--- config.mk ---
export PLATFORM = sky130hd
export DESIGN_NAME = lrp_ctrl
export DESIGN_NICKNAME = d
export VERILOG_FILES = /design/src/hw/rtl/lrp_pkg.sv /design/src/hw/rtl/lrp_ctrl.sv
export SDC_FILE = /design/constraint.sdc
export NUM_CORES = 1
export LEC_CHECK = 0
export ABC_CLOCK_PERIOD_IN_PS = 1400
export BUFFER_PORTS_ARGS = -buffer_cell sky130_fd_sc_hd__buf_2
export CAP_MARGIN = 20
export CORE_AREA = 2 2 39 41
export DETAILED_ROUTE_END_ITERATION = 16
export DIE_AREA = 0 0 41 43
export SLEW_MARGIN = 25
export SYNTH_ARGS = -nofsm -noshare
export SYNTH_HDL_FRONTEND = slang
export SYNTH_SLANG_ARGS = --single-unit
--- constraint.sdc ---
create_clock -name i_clk -period 1.4 [get_ports i_clk]
set_input_delay 0.07 -clock i_clk [delete_from_list [all_inputs] [get_ports i_clk]]
set_output_delay 0.07 -clock i_clk [all_outputs]
set_load 0.02 [all_outputs]
--- src/hw/rtl/lrp_pkg.sv ---
// Shared types, widths and codes of the LR shift-reduce parser unit.
package lrp_pkg;

    // Fixed field widths of the transaction ports.
    localparam int OPCODE_W = 2;
    localparam int STATE_W  = 5;
    localparam int COLUMN_W = 4;
    localparam int MODE_W   = 2;
    localparam int LEN_W    = 3;
    localparam int PROD_W   = 5;
    localparam int KIND_W   = 3;

    // Default table and stack sizes.
    localparam int DEF_NUM_STATES       = 32;
    localparam int DEF_NUM_TERMINALS    = 16;
    localparam int DEF_NUM_NONTERMINALS = 16;
    localparam int DEF_STACK_DEPTH      = 64;
    localparam int DEF_MAX_REDUCTIONS   = 16;

    // Input operations.
    typedef enum logic [OPCODE_W-1:0] {
        OP_LOAD_ACTION = 2'd0,
        OP_LOAD_GOTO   = 2'd1,
        OP_TOKEN       = 2'd2,
        OP_RESTART     = 2'd3
    } t_opcode;

    // Modes of an ACTION entry.
    typedef enum logic [MODE_W-1:0] {
        MODE_ERROR  = 2'd0,
        MODE_SHIFT  = 2'd1,
        MODE_REDUCE = 2'd2,
        MODE_ACCEPT = 2'd3
    } t_act_mode;

    // Result kinds.
    typedef enum logic [KIND_W-1:0] {
        KIND_LOAD   = 3'd0,
        KIND_REDUCE = 3'd1,
        KIND_SHIFT  = 3'd2,
        KIND_ACCEPT = 3'd3,
        KIND_ERROR  = 3'd4
    } t_kind;

    // Controller states.
    typedef enum logic [2:0] {
        ST_CLEAR,
        ST_IDLE,
        ST_DECODE,
        ST_POP,
        ST_GOTO
    } t_ctrl_state;

    // One ACTION table entry.
    typedef struct packed {
        t_act_mode           mode;
        logic [STATE_W-1:0]  next;
        logic [LEN_W-1:0]    len;
        logic [COLUMN_W-1:0] lhs;
        logic [PROD_W-1:0]   prod;
    } t_act_entry;

    // One GOTO table entry.
    typedef struct packed {
        logic               valid;
        logic [STATE_W-1:0] target;
    } t_goto_entry;

    // Commands from the controller to the datapath.
    typedef struct packed {
        logic clear_step;
        logic load_action;
        logic load_goto;
        logic restart;
        logic token_start;
        logic fail;
        logic shift;
        logic accept;
        logic reduce_start;
        logic goto_read;
        logic reduce_finish;
    } t_cmd;

    // Status from the datapath to the controller.
    typedef struct packed {
        logic      clear_last;
        logic      col_ok;
        t_act_mode mode;
        logic      shift_ok;
        logic      reduce_ok;
        logic      goto_ok;
    } t_status;

endpackage

--- src/hw/rtl/lrp_ctrl.sv ---
// Controller state machine of the LR shift-reduce parser unit.
module lrp_ctrl import lrp_pkg::*; (
    input  logic                i_clk,
    input  logic                i_rst_n,
    input  logic                i_start,
    input  logic [OPCODE_W-1:0] i_opcode,
    input  t_status             i_status,
    output t_cmd                o_cmd,
    output logic                o_busy
);

    t_ctrl_state r_state;
    t_ctrl_state n_state;

    // State register; reset starts the GOTO table clearing pass.
    always_ff @(posedge i_clk) begin
        if (!i_rst_n) begin
            r_state <= ST_CLEAR;
        end else begin
            r_state <= n_state;
        end
    end

    // Next state and commands.
    always_comb begin
        n_state = r_state;
        o_cmd   = '0;
        unique case (r_state)
            ST_CLEAR: begin
                o_cmd.clear_step = 1'b1;
                if (i_status.clear_last) begin
                    n_state = ST_IDLE;
                end
            end
            ST_IDLE: begin
                if (i_start) begin
                    unique case (t_opcode'(i_opcode))
                        OP_LOAD_ACTION: o_cmd.load_action = 1'b1;
                        OP_LOAD_GOTO:   o_cmd.load_goto   = 1'b1;
                        OP_RESTART:     o_cmd.restart     = 1'b1;
                        OP_TOKEN: begin
                            if (i_status.col_ok) begin
                                o_cmd.token_start = 1'b1;
                                n_state           = ST_DECODE;
                            end else begin
                                o_cmd.fail = 1'b1;
                            end
                        end
                    endcase
                end
            end
            ST_DECODE: begin
                n_state = ST_IDLE;
                unique case (i_status.mode)
                    MODE_SHIFT: begin
                        if (i_status.shift_ok) begin
                            o_cmd.shift = 1'b1;
                        end else begin
                            o_cmd.fail = 1'b1;
                        end
                    end
                    MODE_REDUCE: begin
                        if (i_status.reduce_ok) begin
                            o_cmd.reduce_start = 1'b1;
                            n_state            = ST_POP;
                        end else begin
                            o_cmd.fail = 1'b1;
                        end
                    end
                    MODE_ACCEPT: o_cmd.accept = 1'b1;
                    MODE_ERROR:  o_cmd.fail   = 1'b1;
                endcase
            end
            ST_POP: begin
                o_cmd.goto_read = 1'b1;
                n_state         = ST_GOTO;
            end
            ST_GOTO: begin
                if (i_status.goto_ok) begin
                    o_cmd.reduce_finish = 1'b1;
                    n_state             = ST_DECODE;
                end else begin
                    o_cmd.fail = 1'b1;
                    n_state    = ST_IDLE;
                end
            end
            default: n_state = ST_IDLE;
        endcase
    end

    assign o_busy = (r_state != ST_IDLE);

endmodule

==> flow_summary.yaml, run 1 <==
route:
  postRouteAntennaNets: 0
  wl_met3_um: 73
  m1WireLength_um: 415
  post-route-drc-count: 0
  wl_met2_um: 482
  drtPass1Iterations: 2
  wl_per_cell_um: 11.2
  wl_um: 982
  maxUsedRoutingLayer: "met4"
  via_per_inst: 4.91
  vias: 432
  drtIter0Drc: 6
logic_synthesis:
  syn_inst: 40
  synth-edff-count: 0
  synth-main-ff-cell: "dfxtp_1"
  synth_cell_types: 26
  yosysSeqAreaShare_pct: 17.8
  synth_seq_cells: 3
  syn_avg_cell_area_um2: 8.41
  async_flop_share_pct: 0
  synth_nets: 52
  netlist_area_um2: 337
  ys_warn_count: 0
outcome:
  violations: "setup timing"
  run_status: "finished with violations"
place:
  port_buffers: 23
  pre_cts_ws_ns: 0.110
  place_congestion: 0.758
  dp.cells: 80
  dpl.hpwl_um: 717
die:
  start_util_pct: 24.3
  design.core.area_mm2: 0.00138
  row_count: 14
  dieHeight_um: 43
  dieArea_mm2: 0.00176
  die_width_um: 41
  pin_count: 24
timing:
  final.period_utilization_pct: 104
  setup_viol: 3
  report.final.slew_viol_count: 0
  hold_viol_final: 0
  max_freq_ghz: 0.686
  rsz0062_at_grt: "true"
  setup_ws_ns: -0.0571
  finalSetupTns_ns: -0.125
  period_minus_slack_ns: 1.46
  timing.slew.headroom_pct: 76.7
  tightest_slew_ns: 0.344
  fin_skew_ns: 0.000715
setup_path:
  cp_data_arrival_time_ns: 1.39
  reg2reg_depth: 4
  critical_path.max_fanout: 3
  regToRegSetupSlack_ns: 0.16
  worstSetupPathType: "reg2out"
  cp.required_ns: 1.33
  crit_path_cell_trace: "or3b_4, nor4b_2, buf_4"
  timing.rr.start: "r_state[2]"
  reg2reg_to: "r_state[1]"
  critPathSlowestCell: "or3b_4"
  cp-start-kind: "register"
  slowest_delay_ns: 0.41
  critPathCaptureType: "primary output"
final_layout:
  layout_common_cells: "buf_2 (19), buf_4 (10), clkbuf_4 (3), dfxtp_2 (3)"
  drive_gt1_share_pct: 63.9
  largest_reg_flops: 3
  register_area_um2: 63.8
  max_flop_register: "r_state"
  fin_util_pct: 43.5
  multi_input_area_um2: 283
  layout.nets: 85
  antenna_cells: 0
  stdcell_count: 88
  area_growth_pct: 78.8
  fillCellCount: 150
  reg_top3: "r_state x3"
  final_common_cell: "buf_2"
power_and_ir_drop:
  p_leak_nw: 0.280
  irDropWorstVdd_mv: 0.360
  p_per_area_mw_per_mm2: 624
  power_mw: 0.375
cts:
  postCtsHoldBufs: 0
  insertion_delay_ns: 0.23
  cts.sinks: 3
  clock_path_buffers: 2
  cts_tree: "done"
  numCtsBuffers: 3
  path_clk_slew_ns: 0.03
  cts-root-buf: "clkbuf_4"
  htreeDepth: 1
hold_path:
  hold_class: "in2reg"
  hold_end: "r_state[0]"
  min_delay_path_depth: 2
  min_from: "i_rst_n"
run:
  max_cap_viol_count: 0
global_route:
  grt_overflow: 0
  grt_usage_pct: 11.4
  grt_pass1_vias: 373
  grt_max_degree: 16
  grt_pass1_wl_mm: 1.37
  antenna_found_initial: 0
==> cell usage after synthesis, drive strengths merged, types with 2 or more instances <==
cell type	n	area share, %
dfxtp	3	18
nor2b	2	3.7
nor3b	2	4.5
nor4b	3	12
o21ai	2	3.0
nor2	3	3.3
nand4b	2	5.2
and4	2	5.2
nand2	2	2.2
buf	2	6.7
a21oi	2	3.0
inv	2	2.2
==> layout make-up <==
cell class	count	area share, %
Sequential cell	3	10.6
Tap cell	16	3.33
Clock buffer	4	4.37
Inverter	2	1.25
Timing Repair Buffer	31	33.5
Multi-Input combinational cell	32	47.0
==> how the worst max path moves through the flow <==
stage          startpoint  endpoint  cells after the start
6_report       r_state[2]  o_cmd[9]                      3
5_1_grt        r_state[1]  o_cmd[5]                      4
4_1_cts        r_state[2]  o_cmd[8]                      3
3_5_place_dp   r_state[0]  o_cmd[8]                      3
3_3_place_gp   r_state[0]  o_cmd[9]                      3
2_1_floorplan  r_state[2]  o_cmd[8]                      4
==> worst max-delay path: cells and delay by family, from the launching register on <==
| kind | cells | cell delay (ns) |
|---|---|---|
| buffers and inverters | 1 | 0.18 |
| DFF | 1 | 0.33 |
| and+or+nand+nor | 2 | 0.64 |
==> through the flow <==
| stage | hold slack, ns | instance area [µm²] |
|---|---|---|
| after floorplan | 0.193 | 344 |
| after global placement | 0.341 | 495 |
| after detailed placement | 0.343 | 495 |
| after CTS | 0.0908 | 559 |
| after global routing | 0.0890 | 602 |
| final | 0.0909 | 602 |
==> timing repair <==
item                                    in CTS  in global routing
endpoints found under the setup margin       5                  9
gates cloned                                 0                  0
pin swaps                                    3                  3
gates resized for setup                      9                  6
buffers inserted                             2                  2
==> power by group <==
group / internal [mW] / total, mW / switching, mW
sequential: 0.0907 / 0.0937 / 0.00294
combinational: 0.0658 / 0.130 / 0.0646
clock: 0.107 / 0.151 / 0.0447
total: 0.263 / 0.375 / 0.112
==> cell families after synthesis <==
group	after synthesis	share of synthesized area, %
flip-flops	3	17.8
AND/OR/NAND/NOR	23	51.3
buffers and inverters	5	10.0
AO/OA/AOI/OAI	9	20.8
==> metal layers <==
layer | global-route usage [%] | vias to the layer above
met2 | 18.1 | 15
met3 | 2.09 | 2
met5 | 0 | -
li1 | - | 222
met4 | 8.00 | 0
met1 | 12.9 | 193
Power figures use the tool's default switching activity.
==> run 2: changes to the inputs <==
Settings changed: PLACE_DENSITY from default to 0.56.
==> run 2 against run 1 <==
Effect of this change:
- the flow still finishes with violations (setup timing)
- combinational power increased by 4%
- hold slack gained 0.0071 ns
- flip-flop and latch count is the same
- total power grew 1.2%
- sequential power increased by 0.5%
- sequential share of layout area shrank 0.32 points
- global-route usage is 1.9 points higher
- die area stayed put
- core utilization is 1.4 points higher
- via count grew 0.46%
- critical endpoint unchanged
==> flow_summary.yaml, run 2 (synthesized netlist as in run 1, its figures left out) <==
final_layout:
  antenna_cells: 0
  drive_gt1_share_pct: 65.8
  max_flop_register: "r_state"
  reg_top3: "r_state x3"
  final_common_cell: "buf_2"
  layout.nets: 86
  largest_reg_flops: 3
  area_growth_pct: 84.4
  stdcell_count: 89
  layout_common_cells: "buf_2 (18), buf_4 (12), clkbuf_4 (3), dfxtp_2 (3)"
die:
  design.core.area_mm2: 0.00138
  row_count: 14
  pin_count: 24
  die_width_um: 41
  dieHeight_um: 43
  dieArea_mm2: 0.00176
  start_util_pct: 24.3
timing:
  tightest_slew_ns: 0.255
  report.final.slew_viol_count: 0
  setup_ws_ns: -0.0723
  max_freq_ghz: 0.679
  rsz0062_at_grt: "true"
  timing.slew.headroom_pct: 82.8
  hold_viol_final: 0
  final.period_utilization_pct: 105
  period_minus_slack_ns: 1.47
  fin_skew_ns: 0.00103
  setup_viol: 4
route:
  vias: 434
  wl_per_cell_um: 10.9
  via_per_inst: 4.88
  wl_um: 974
  postRouteAntennaNets: 0
  post-route-drc-count: 0
  drtPass1Iterations: 4
  drtIter0Drc: 7
place:
  place_congestion: 0.768
  dpl.hpwl_um: 721
  port_buffers: 23
  pre_cts_ws_ns: 0.0949
  dp.cells: 81
setup_path:
  cp_data_arrival_time_ns: 1.40
  worstSetupPathType: "reg2out"
  cp-start-kind: "register"
  critPathCaptureType: "primary output"
  critical_path.max_fanout: 5
  cp.required_ns: 1.33
cts:
  insertion_delay_ns: 0.23
  path_clk_slew_ns: 0.04
  clock_path_buffers: 2
  cts.sinks: 3
  numCtsBuffers: 3
  cts-root-buf: "clkbuf_4"
  htreeDepth: 1
  cts_tree: "done"
outcome:
  run_status: "finished with violations"
  violations: "setup timing"
global_route:
  grt_overflow: 0
  grt_usage_pct: 13.3
  grt_pass1_vias: 393
  grt_pass1_wl_mm: 1.62
  antenna_found_initial: 0
  grt_max_degree: 9
power_and_ir_drop:
  p_per_area_mw_per_mm2: 612
  p_leak_nw: 0.293
  irDropWorstVdd_mv: 0.431
run:
  max_cap_viol_count: 0
hold_path:
  hold_class: "in2reg"
[run 2: cell type report]
class / instances / area [µm²]
clock buffers: 4 / 26.3
fillers: 145 / 763
flip-flops and latches: 3 / 63.8
multi-input cells: 32 / 300
repair buffers: 32 / 203
inverters: 2 / 7.51
well taps: 16 / 20.0
[run 2: routing by layer]
layer	GRT usage, %	up-vias	part of all wire [%]
li1	-	222	-
met5	0	-	0
met4	4.00	0	0
met3	6.28	0	6.5
met1	14.1	198	42
met2	22.2	14	52
[run 2: worst paths after layout]
| kind | start | to | slack (ns) | cells after the start |
|---|---|---|---|---|
| worst max-delay path | r_state[2] | o_cmd[9] | -0.07 | 3 |
| worst min-delay path | i_rst_n | r_state[0] | 0.1 | 2 |
| worst max register to register | r_state[2] | r_state[1] | 0.14 | 4 |
| worst min register to register | r_state[0] | r_state[1] | 0.58 | 3 |
[run 2: where the power goes]
| group | internal (mW) | leakage, nW | switching (mW) |
|---|---|---|---|
| Combinational | 0.0673 | 0.252 | 0.0677 |
| Clock | 0.107 | 0.0150 | 0.0441 |
| Sequential | 0.0907 | 0.0257 | 0.00352 |
[run 2: timing repair]
item | CTS | global route
resized for setup | 8 | 12
hold buffers | 0 | 0
setup endpoints to repair | 6 | 11
pin swaps | 4 | 2
buffers inserted | 4 | 0
[run 2: critical path: stages, from the launching register on]
cell and delay (ns):
dfxtp_2 0.34, or3b_4 0.41, nor4b_2 0.22, buf_2 0.20
[run 2: per-stage QoR]
stage / power, mW / instance area (µm²) / TNS, ns / hold slack [ns] / util [%]
floorplan: 0.155 / 344 / -0.206 / 0.193 / -
global placement: 0.198 / 490 / 0 / 0.347 / 35.4
detailed placement: 0.200 / 490 / 0 / 0.347 / 35.4
CTS: 0.372 / 569 / -0.192 / 0.0942 / 41.1
global route: 0.415 / 621 / -0.606 / 0.0850 / 44.8
finish: 0.380 / 621 / -0.157 / 0.0981 / 44.8
